## src/hw/rtl/decimal_lcd_segment_writer_unit_defines.svh

```systemverilog
// Assertion macros used by the segment writer datapath.
`ifndef DECIMAL_LCD_SEGMENT_WRITER_UNIT_DEFINES_SVH
`define DECIMAL_LCD_SEGMENT_WRITER_UNIT_DEFINES_SVH

`ifndef SYNTHESIS
`define DLSW_ASSERT(lbl, prop) \
  lbl: assert property (@(posedge clk) disable iff (rst) prop) \
    else $error("dlsw: check failed");
`define DLSW_ASSERT_NEXT(lbl, pre, post) \
  lbl: assert property (@(posedge clk) disable iff (rst) (pre) |=> (post)) \
    else $error("dlsw: sequence check failed");
`else
`define DLSW_ASSERT(lbl, prop)
`define DLSW_ASSERT_NEXT(lbl, pre, post)
`endif

`endif

```

## src/hw/rtl/dlsw_pkg.sv

```systemverilog
// Package: constants, microcode format, program ROM and segment table.
package dlsw_pkg;

  localparam int DIGIT_POSITIONS_DEF = 6;
  localparam int LCD_REGISTERS_DEF   = 20;
  localparam int ROW_STRIDE          = 5;
  localparam int ROWS                = 4;
  localparam logic [3:0]  KEEP_MASK  = 4'b0110;
  // ceil(2^35 / 10): exact quotient by ten for any 32-bit value
  localparam logic [31:0] RECIP_TEN  = 32'hCCCC_CCCD;

  typedef logic [1:0] step_t;

  localparam step_t STEP_LOAD  = 2'd0;
  localparam step_t STEP_MUL   = 2'd1;
  localparam step_t STEP_DIGIT = 2'd2;
  localparam step_t STEP_EMIT  = 2'd3;

  typedef enum logic [1:0] {
    OP_LOAD,
    OP_MUL,
    OP_DIGIT,
    OP_EMIT
  } op_t;

  typedef enum logic [1:0] {
    COND_NEXT,
    COND_WAIT_IN,
    COND_LOOP_POS,
    COND_EMIT_DONE
  } cond_t;

  typedef struct packed {
    op_t   op;
    cond_t cond;
    step_t target;
  } ucode_t;

  typedef struct packed {
    logic load;
    logic mul;
    logic digit;
    logic emit;
  } ctrl_t;

  typedef struct packed {
    logic pos_zero;
    logic emit_last;
    logic slot_free;
  } stat_t;

  function automatic ucode_t ucode_rom(input step_t step);
    ucode_t uc;
    unique case (step)
      STEP_LOAD:  uc = '{op: OP_LOAD,  cond: COND_WAIT_IN,   target: STEP_MUL};
      STEP_MUL:   uc = '{op: OP_MUL,   cond: COND_NEXT,      target: STEP_DIGIT};
      STEP_DIGIT: uc = '{op: OP_DIGIT, cond: COND_LOOP_POS,  target: STEP_MUL};
      STEP_EMIT:  uc = '{op: OP_EMIT,  cond: COND_EMIT_DONE, target: STEP_LOAD};
      default:    uc = '{op: OP_LOAD,  cond: COND_WAIT_IN,   target: STEP_MUL};
    endcase
    return uc;
  endfunction

  function automatic logic [15:0] seg_pattern(input logic [3:0] d);
    logic [15:0] p;
    unique case (d)
      4'd0:    p = 16'h1551;
      4'd1:    p = 16'h0110;
      4'd2:    p = 16'h1E11;
      4'd3:    p = 16'h1B11;
      4'd4:    p = 16'h0B50;
      4'd5:    p = 16'h1B41;
      4'd6:    p = 16'h1F41;
      4'd7:    p = 16'h0111;
      4'd8:    p = 16'h1F51;
      4'd9:    p = 16'h0B51;
      default: p = 16'h0000;
    endcase
    return p;
  endfunction

endpackage

```

## src/hw/rtl/dlsw_sequencer.sv

```systemverilog
// Microcode sequencer: step counter, program ROM and jump logic.
module dlsw_sequencer (
  input  logic             clk,
  input  logic             rst,
  input  logic             in_valid,
  input  dlsw_pkg::stat_t  stat,
  output logic             in_ready,
  output dlsw_pkg::ctrl_t  ctrl
);

  dlsw_pkg::step_t  step;
  dlsw_pkg::step_t  step_next;
  dlsw_pkg::ucode_t uc;

  always_ff @(posedge clk) begin
    if (rst) begin
      step <= dlsw_pkg::STEP_LOAD;
    end else begin
      step <= step_next;
    end
  end

  always_comb begin
    uc         = dlsw_pkg::ucode_rom(step);
    in_ready   = (uc.op == dlsw_pkg::OP_LOAD);
    ctrl.load  = (uc.op == dlsw_pkg::OP_LOAD) && in_valid;
    ctrl.mul   = (uc.op == dlsw_pkg::OP_MUL);
    ctrl.digit = (uc.op == dlsw_pkg::OP_DIGIT);
    ctrl.emit  = (uc.op == dlsw_pkg::OP_EMIT) && stat.slot_free;
    step_next  = step;
    unique case (uc.cond)
      dlsw_pkg::COND_NEXT: begin
        step_next = step + 2'd1;
      end
      dlsw_pkg::COND_WAIT_IN: begin
        if (in_valid) step_next = step + 2'd1;
      end
      // loop back for the next digit until position zero is done
      dlsw_pkg::COND_LOOP_POS: begin
        step_next = stat.pos_zero ? step + 2'd1 : uc.target;
      end
      dlsw_pkg::COND_EMIT_DONE: begin
        if (stat.slot_free && stat.emit_last) step_next = uc.target;
      end
      default: begin
        step_next = step;
      end
    endcase
  end

endmodule

```

## src/hw/rtl/dlsw_datapath.sv

```systemverilog
// Datapath: divide-by-ten digit unit, LCD register file and output register.
`include "decimal_lcd_segment_writer_unit_defines.svh"

module dlsw_datapath #(
  parameter int DIGIT_POSITIONS = dlsw_pkg::DIGIT_POSITIONS_DEF,
  parameter int LCD_REGISTERS   = dlsw_pkg::LCD_REGISTERS_DEF
) (
  input  logic                clk,
  input  logic                rst,
  input  dlsw_pkg::ctrl_t     ctrl,
  input  logic signed [31:0]  number,
  output dlsw_pkg::stat_t     stat,
  output logic                out_valid,
  input  logic                out_ready,
  output logic [15:0]         out_data,
  output logic                out_last
);

  localparam int PW = (DIGIT_POSITIONS > 1) ? $clog2(DIGIT_POSITIONS) : 1;
  localparam int AW = $clog2(LCD_REGISTERS);
  localparam logic [PW-1:0] POS_LAST = PW'(DIGIT_POSITIONS - 1);

  logic [30:0]                x;
  logic [27:0]                q;
  logic [62:0]                prod;
  logic [3:0]                 rem;
  logic [3:0]                 digits [DIGIT_POSITIONS];
  logic [DIGIT_POSITIONS-1:0] valid;
  logic [7:0]                 mem [LCD_REGISTERS];
  logic [PW-1:0]              pos;
  logic [1:0]                 row;

  logic        positive;
  logic [15:0] pattern;
  logic [4:0]  off;
  logic        in_range;
  logic [7:0]  cur;
  logic [3:0]  nib;
  logic [7:0]  new_byte;
  logic [7:0]  wr_data;

  assign positive = (number != 32'sd0) && !number[31];
  assign prod     = x * dlsw_pkg::RECIP_TEN;
  assign rem      = 4'(x - {q, 3'b000} - 31'({q, 1'b0}));

  assign pattern  = valid[pos] ? dlsw_pkg::seg_pattern(digits[pos]) : 16'h0000;
  assign off      = 5'(pos >> 1) + 5'(dlsw_pkg::ROW_STRIDE * row);
  assign in_range = {1'b0, off} < 6'(LCD_REGISTERS);
  assign cur      = mem[off[AW-1:0]];

  always_comb begin
    nib = pattern[{row, 2'b00} +: 4];
    // row 0 keeps two bits of the nibble already in the register
    if (row == 2'd0) begin
      nib = nib | ((pos[0] ? cur[7:4] : cur[3:0]) & dlsw_pkg::KEEP_MASK);
    end
    new_byte = pos[0] ? {nib, cur[3:0]} : {cur[7:4], nib};
    wr_data  = in_range ? new_byte : 8'h00;
  end

  assign stat.pos_zero  = (pos == '0);
  assign stat.emit_last = (pos == POS_LAST) && (row == 2'(dlsw_pkg::ROWS - 1));
  assign stat.slot_free = !out_valid || out_ready;

  always_ff @(posedge clk) begin
    if (rst) begin
      pos       <= '0;
      row       <= '0;
      valid     <= '0;
      out_valid <= 1'b0;
      for (int i = 0; i < LCD_REGISTERS; i++) mem[i] <= 8'h00;
    end else begin
      if (ctrl.load) begin
        pos <= POS_LAST;
      end
      if (ctrl.digit) begin
        valid[pos] <= (x != '0);
        if (pos == '0) begin
          row <= '0;
        end else begin
          pos <= pos - 1'b1;
        end
      end
      if (ctrl.emit) begin
        if (in_range) mem[off[AW-1:0]] <= new_byte;
        if (row == 2'(dlsw_pkg::ROWS - 1)) begin
          row <= '0;
          if (!stat.emit_last) pos <= pos + 1'b1;
        end else begin
          row <= row + 2'd1;
        end
        out_valid <= 1'b1;
      end else if (out_ready) begin
        out_valid <= 1'b0;
      end
    end
  end

  always_ff @(posedge clk) begin
    if (ctrl.load) begin
      x <= positive ? number[30:0] : '0;
    end
    if (ctrl.mul) begin
      q <= 28'(prod >> 35);
    end
    if (ctrl.digit) begin
      digits[pos] <= rem;
      x           <= 31'(q);
    end
    if (ctrl.emit) begin
      out_data <= {3'b000, wr_data, off};
      out_last <= stat.emit_last;
    end
  end

  `DLSW_ASSERT(a_emit_slot, ctrl.emit |-> (!out_valid || out_ready))
  `DLSW_ASSERT_NEXT(a_load_pos, ctrl.load, pos == POS_LAST)
  `DLSW_ASSERT_NEXT(a_digits_done, ctrl.digit && (pos == '0), (pos == '0) && (row == 2'd0))
  `DLSW_ASSERT(a_offset_range, out_valid |-> ({1'b0, out_data[4:0]} < 6'(LCD_REGISTERS)))

endmodule

```

## src/hw/rtl/decimal_lcd_segment_writer_unit.sv

```systemverilog
// Digit extraction runs a multiply step and a digit step per position through one divide-by-ten unit.
// Register writes follow the last digit step, one write per cycle while m_tready holds;
// a new number is taken after the last write.
// Reset (rst, synchronous) returns to the wait step, clears display memory and digit flags,
// and empties the output register.
module decimal_lcd_segment_writer_unit #(
  parameter int DIGIT_POSITIONS = dlsw_pkg::DIGIT_POSITIONS_DEF,
  parameter int LCD_REGISTERS   = dlsw_pkg::LCD_REGISTERS_DEF
) (
  input  logic               clk,
  input  logic               rst,
  input  logic               s_tvalid,
  output logic               s_tready,
  input  logic signed [31:0] s_tdata,   // [31:0] number
  output logic               m_tvalid,
  input  logic               m_tready,
  output logic [15:0]        m_tdata,   // [4:0] reg_offset, [12:5] reg_data, [15:13] zero
  output logic               m_tlast    // last_write
);

  dlsw_pkg::ctrl_t ctrl;
  dlsw_pkg::stat_t stat;

  dlsw_sequencer u_seq (
    .clk      (clk),
    .rst      (rst),
    .in_valid (s_tvalid),
    .stat     (stat),
    .in_ready (s_tready),
    .ctrl     (ctrl)
  );

  dlsw_datapath #(
    .DIGIT_POSITIONS (DIGIT_POSITIONS),
    .LCD_REGISTERS   (LCD_REGISTERS)
  ) u_dp (
    .clk       (clk),
    .rst       (rst),
    .ctrl      (ctrl),
    .number    (s_tdata),
    .stat      (stat),
    .out_valid (m_tvalid),
    .out_ready (m_tready),
    .out_data  (m_tdata),
    .out_last  (m_tlast)
  );

endmodule
```

## config.mk

```make
export PLATFORM = sky130hd
export DESIGN_NAME = decimal_lcd_segment_writer_unit
export DESIGN_NICKNAME = d
export VERILOG_FILES = /design/src/hw/rtl/dlsw_pkg.sv /design/src/hw/rtl/dlsw_sequencer.sv /design/src/hw/rtl/dlsw_datapath.sv /design/src/hw/rtl/decimal_lcd_segment_writer_unit.sv
export VERILOG_INCLUDE_DIRS = /design/src /design/src/hw/rtl
export SDC_FILE = /design/constraint.sdc
export NUM_CORES = 1
export LEC_CHECK = 0
export ABC_AREA = 0
export BUFFER_PORTS_ARGS = -buffer_cell sky130_fd_sc_hd__clkbuf_2
export CAP_MARGIN = 40
export CORE_UTILIZATION = 55
export CTS_BUF_LIST = sky130_fd_sc_hd__clkbuf_4 sky130_fd_sc_hd__clkbuf_8
export DETAILED_ROUTE_END_ITERATION = 6
export HOLD_SLACK_MARGIN = 0.02
export PLACE_DENSITY = 0.71
export SETUP_SLACK_MARGIN = 0.4
export SLEW_MARGIN = 10
export SYNTH_ARGS = -nofsm -noshare
export SYNTH_HDL_FRONTEND = slang
export SYNTH_SLANG_ARGS = --single-unit
export TNS_END_PERCENT = 10
```

## constraint.sdc

```tcl
create_clock -name clk -period 19.8 [get_ports clk]
set_input_delay 1.98 -clock clk [delete_from_list [all_inputs] [get_ports clk]]
set_output_delay 1.98 -clock clk [all_outputs]
set_load 0.01 [all_outputs]
```

# Yosys cells after proc, flatten, opt, wreduce, memory -nomap -nowiden
# Memories as Yosys holds them, arrays and structs flattened. A register that Yosys moved wholly into a read port is not among the register bits.
# Index checks and enable logic that the tools add are counted.
[op_classes]
addsub = 7
multipliers = 2
order_cmp = 3
n_eq_ne = 13
shifts = 1
n_mux = 41
bitwise = 1
reduce_logical = 23
[op_table]
columns = ["operator", "n"]
rows = [
  ["multiplier 31 x 32 -> 63 bit (second input constant)", 1],
  ["2-to-1 mux 28 bit", 2],
  ["nonzero test 32 bit", 1],
  ["2-to-1 mux 31 bit", 1],
  ["nonzero test 31 bit", 1],
  ["2-to-1 mux 3 bit", 8],
  ["case mux 6 bit (4 select lines)", 1],
  ["2-to-1 mux 16 bit", 1],
  ["2-to-1 mux 8 bit", 2],
  ["indexed part select 16 x 5 -> 4 bit", 1],
  ["equality test 2 bit (second input constant)", 7],
  ["2-to-1 mux 2 bit", 7],
  ["2-to-1 mux 1 bit", 13],
  ["zero test 2 bit", 4],
  ["case mux 2 bit (4 select lines)", 1],
  ["nonzero test 2 bit", 4],
  ["OR reduction 8 bit", 1],
  ["subtractor 4 bit", 2],
  ["bitwise mux 6 bit", 1],
  ["equality test 2 x 1 -> 1 bit (second input constant)", 3],
  ["logical AND 1 bit", 6],
  ["adder 2 x 5 -> 5 bit", 1],
  ["< comparator 5 bit (second input constant)", 1],
  ["multiplier 3 x 2 -> 5 bit (first input constant)", 1],
  ["17 further kinds", 20],
]
[word_totals]
regBits = 87
mem_bits_rw = 184
mem_bits_ro = 128
input_bits = 36
output_inout_bits = 19
word_cells = 105
memories = 3
[memory_table]
columns = ["name", "depth", "word_bits", "rd", "rd_ports_with_merged_regs", "write_ports", "line_no", "rtl"]
rows = [
  ["u_dp.mem", 20, 8, 1, 0, 20, "dlsw_datapath.sv:29", "logic [7:0] mem [LCD_REGISTERS];"],
  ["(name not given)", 16, 8, 1, 0, 0, "dlsw_pkg.sv:66", "unique case (d)"],
  ["u_dp.digits", 6, 4, 1, 1, 1, "dlsw_datapath.sv:27", "logic [3:0] digits [DIGIT_POSITIONS];"],
]

# Depth between registers and ports, before layout
[logic_depth]
depth_word = 11
depth_mapped = 26
depth_no_buf = 26

# By module
# Synthesis repeated with hierarchy kept, for this count alone.
[hier_totals]
hier_cells = 2203
hier_area_um2 = 27478.9
[by_module_without_submodules]
columns = ["mod", "instances", "cells_per_inst", "area_each_um2", "seq_area_each_um2"]
rows = [
  ["dlsw_datapath", 1, 2180, 27257.4, 10810.4],
  ["dlsw_sequencer", 1, 23, 221.5, 40.0],
]

# Least setup slack after synthesis
# Ideal clock, no wire load.
[synth_path]
path_type = "register -> register"
from = "register u_dp.x[16]"
to = "register u_dp.q[23] (data pin)"
setup_time_ns = 0.261
t_arrival_ns = 6.635
required_time_ns = 19.539
setup_slack_ns = 12.904
stages_incl_launch_ff = 25
n_path_buf = 1
synth_period_minus_slack_ns = 6.896
cell_sequence = "edfxtp_1 -> inv_1 -> ha_1 -> fa_1 -> inv_1 -> fa_1 -> inv_1 -> fa_1 -> inv_1 -> fa_1 -> inv_1 -> fa_1 -> fa_1 -> inv_1 -> fa_1 -> inv_1 -> ha_1 -> clkbuf_1 -> nand3_1 -> or3_1 -> nor2_1 -> o21ai_0 -> a211o_1 -> and2_1 -> o311a_1"
[synth_between]
elab_chain_len = 1
[synth_rtl]
columns = ["item", "line_no", "rtl"]
rows = [
  ["from (decl)", "dlsw_datapath.sv:23", "logic [30:0] x;"],
  ["from (signal assigned)", "dlsw_datapath.sv:101", "x <= positive ? number[30:0] : '0;"],
  ["from (signal assigned)", "dlsw_datapath.sv:108", "x <= 31'(q);"],
  ["multiplier 31 x 32 -> 63 bit", "dlsw_datapath.sv:43", "assign prod = x * dlsw_pkg::RECIP_TEN;"],
  ["via u_dp.prod[58]", "dlsw_datapath.sv:25", "logic [62:0] prod;"],
  ["to (signal assigned)", "dlsw_datapath.sv:104", "q <= 28'(prod >> 35);"],
  ["to (decl)", "dlsw_datapath.sv:24", "logic [27:0] q;"],
]
# The timed path passes the listed nets, and every way through them passes these cells.
# A chain may end at the register's enable or synchronous reset.

# Final worst setup path
[layout_path]
from = "register u_dp.x[4]"
to = "register u_dp.q[23] (data pin)"
# The elaborated chain is that of the path after synthesis.

==> impl_metrics.json <==
{
  "cts_root_buf": "clkbuf_8",
  "synthArstFlopShare_pct": 0,
  "syn_area_um2": 28210,
  "insertion_delay_ns": 0.68,
  "hold_buffers": 0,
  "synth_ff_type": "edfxtp_1",
  "grt.overflow.total": 0,
  "fp.dieW_um": 228.5,
  "grt_max_degree": 52,
  "ys_seq_elements": 367,
  "ctsResizeCount": 0,
  "final_core_util_pct": 61.18,
  "fp-row-count": 82,
  "via_per_inst": 5.745,
  "htreeDepth": 2,
  "min_period_ns": 8.126,
  "status": "finished, violations left",
  "fin_skew_ns": 0.03263,
  "slowest_stage": "o41ai_1",
  "start_util_pct": 56.00,
  "grt_pass1_wl_um": 108000,
  "yosysSeqAreaShare_pct": 38.47,
  "ant_nets": 0,
  "rrSetupSlack_ns": 11.67,
  "slowest_delay_ns": 0.61,
  "core_um2": 50380,
  "worstReg2RegEnd": "u_dp.q[23]$_DFFE_PN_",
  "post-dp-hpwl_um": 54040,
  "clk_pin_slew_ns": 0.06,
  "crit_top_cell": "fa_1",
  "timing.max_cap.violations": 0,
  "clkSinkCount": 367,
  "relSlewSlack_pct": 41.83,
  "rsz0062_at_grt": "false",
  "hold_class": "reg2reg",
  "clock_path_buffers": 3,
  "worstReg2RegStart": "u_dp.x[4]$_DFFE_PP_",
  "cp_cell_sequence": "ha_1, inv_1, fa_1, inv_1, fa_1, inv_1, fa_1, fa_1, inv_1, fa_1, fa_1, inv_1, fa_1, inv_1, ha_1, and3_1, nand4_1, o41ai_1, o21ai_0, a211o_1, and2_1, o311a_1",
  "syn_inst": 2335,
  "post-cts-setup-buffer-count": 0,
  "numPortBuffers": 51,
  "antenna_found_initial": 2,
  "path_max_fanout": 7,
  "yosys.cell_types.count": 77,
  "yosysWarnings": 0,
  "nets": 3097,
  "worstMarginPinSlew_ns": 0.8635,
  "cts_tree": "done",
  "grt_pass1_vias": 19130,
  "post_layout_nonfiller_instances": 3212,
  "post-route-period-util_pct": 41.04,
  "syn_to_final_growth_pct": 9.261,
  "finalSetupViolCount": 0,
  "start_kind": "flop",
  "slew_viol_final": 0,
  "dp.cells": 3102,
  "fin_tns_setup_ns": 0,
  "cp.arrival_ns": 8.52,
  "drive_above_1_share_pct": 11.07,
  "cts_made_buffers": 61,
  "cp-end-kind": "flop",
  "globalplace.congestion": 0.9979,
  "crit_end": "u_dp.q[23]$_DFFE_PN_",
  "crit_required_ns": 20.20,
  "grt_use_total_pct": 26.92,
  "routed_wl_um": 68330,
  "hold_depth": 2,
  "dr.first_iter.drc_count": 1560,
  "synth-edff-count": 350,
  "violations": "design-rule violations",
  "crit_start": "u_dp.x[4]$_DFFE_PP_",
  "hold_violations": 0,
  "vias": 18450,
  "die_h_um": 228.5,
  "drc": 1,
  "reg2reg_depth": 22,
  "first_pass_iters": 7,
  "drt-wirelength-per-cell_um": 21.27,
  "syn_avg_cell_area_um2": 12.08,
  "dieArea_um2": 52200,
  "fmax_mhz": 123.1,
  "io_pins": 55,
  "crit_type": "reg2reg"
}
==> layer usage <==
metal  global-route usage (%)  share of wire, %  vias to the layer above  routed length [um]
met3                    4.416               7.2                      107                4922
met1                    38.98                44                     9262               30270
li1                         -                 -                     8375                   -
met4                    7.529               2.5                        0                1739
met5                        0                 0                        -                   0
met2                    42.12                46                      709               31400
==> critical path, delay by kind of cell, from the launching register on <==
kind                     cells  cell delay, ns
buffers and inverters        6            0.35
adder cells (fa/ha/maj)      9            4.29
AO/OA/AOI/OAI                4            1.90
AND/OR/NAND/NOR              3            0.70
flip-flops                   1            0.57
==> final cells by class <==
type                            count  area [um2]
Tap cell                          672       840.8
Multi-Input combinational cell   1606       15950
Fill cell                        3953       19560
Clock buffer                       85        1039
Antenna cell                        1       2.502
Sequential cell                   367       10850
Inverter                          380        1426
Timing Repair Buffer               77       451.7
Clock inverter                     24       260.3
==> worst min-delay path by stage <==
stage / end / slack, ns / startpoint
floorplan: u_dp.valid[2]$_SDFFE_PP0P_ / 0.48 / u_dp.valid[2]$_SDFFE_PP0P_
global placement: u_dp.valid[2]$_SDFFE_PP0P_ / 0.48 / u_dp.valid[2]$_SDFFE_PP0P_
detailed placement: u_dp.valid[2]$_SDFFE_PP0P_ / 0.50 / u_dp.valid[2]$_SDFFE_PP0P_
CTS: u_dp.valid[4]$_SDFFE_PP0P_ / 0.51 / u_dp.valid[4]$_SDFFE_PP0P_
global route: u_dp.valid[1]$_SDFFE_PP0P_ / 0.53 / u_dp.valid[1]$_SDFFE_PP0P_
finish: u_dp.valid[1]$_SDFFE_PP0P_ / 0.51 / u_dp.valid[1]$_SDFFE_PP0P_
==> kinds of logic after synthesis <==
logic type               after synthesis  synth area share [%]
AND/OR/NAND/NOR                      484                 7.749
flip-flops                           367                 38.47
AO/OA/AOI/OAI                        304                 7.443
multiplexers                          98                 6.906
XOR/XNOR                              53                 1.646
adder cells (fa/ha/maj)              568                 31.37
other                                  1               0.01329
buffers and inverters                460                 6.409
==> synth_stat cells, drive strengths merged, types with 39 or more instances <==
| cell type | count | share of area [%] |
|---|---|---|
| ha | 336 | 15 |
| nor2 | 228 | 3.0 |
| mux4 | 75 | 6.0 |
| a21o | 45 | 1.2 |
| fa | 232 | 16 |
| buf | 41 | 0.83 |
| edfxtp | 350 | 37 |
| inv | 377 | 5.0 |
| clkbuf | 39 | 0.52 |
| xnor2 | 39 | 1.2 |
| nand2 | 98 | 1.3 |
| a21oi | 85 | 1.6 |
==> sequential cells by signal (all words and copies together) (netlist names) <==
| register | cells |
|---|---|
| u_dp.out_valid | 1 |
| u_dp.q | 28 |
| u_dp.pos | 3 |
| u_dp.x | 31 |
| u_dp.out_last | 1 |
| u_dp.mem | 256 |
| u_dp.digits | 24 |
| u_dp.row | 2 |
| u_dp.valid | 6 |
| u_dp.out_data | 13 |
| u_seq.step | 2 |
==> cell usage in the layout (no fill, tap or decap), types with 13 or more instances in the layout <==
cell type  instances
conb_1            99
clkbuf_2          51
a22o_1            32
clkbuf_4          21
inv_1            375
nor2_1           228
dfxtp_1           17
fa_1             232
ha_1             334
clkinv_1          13
nand4_1           22
a21oi_1           78
xor2_1            14
xnor2_1           39
buf_4             20
a21o_1            45
and3_1            14
nor3_1            20
a211oi_1          21
mux4_2            75
nand3_1           25
edfxtp_1         350
mux2i_1           14
o21ai_0           37
nand2_1           98
nand2b_1          25
clkbuf_8          64
==> stage by stage <==
step | worst slack [ns] | area, um2 | hold slack (ns)
global placement | 11.75 | 29450 | 0.4848
global route | 11.38 | 30820 | 0.5319
CTS | 11.82 | 30820 | 0.5143
detailed placement | 11.87 | 29520 | 0.5016
finish | 11.67 | 30820 | 0.5120
floorplan | 12.90 | 28580 | 0.4750
Power is not shown: default switching activity piles up to over one toggle a cycle in this logic, so the estimate is an artifact.
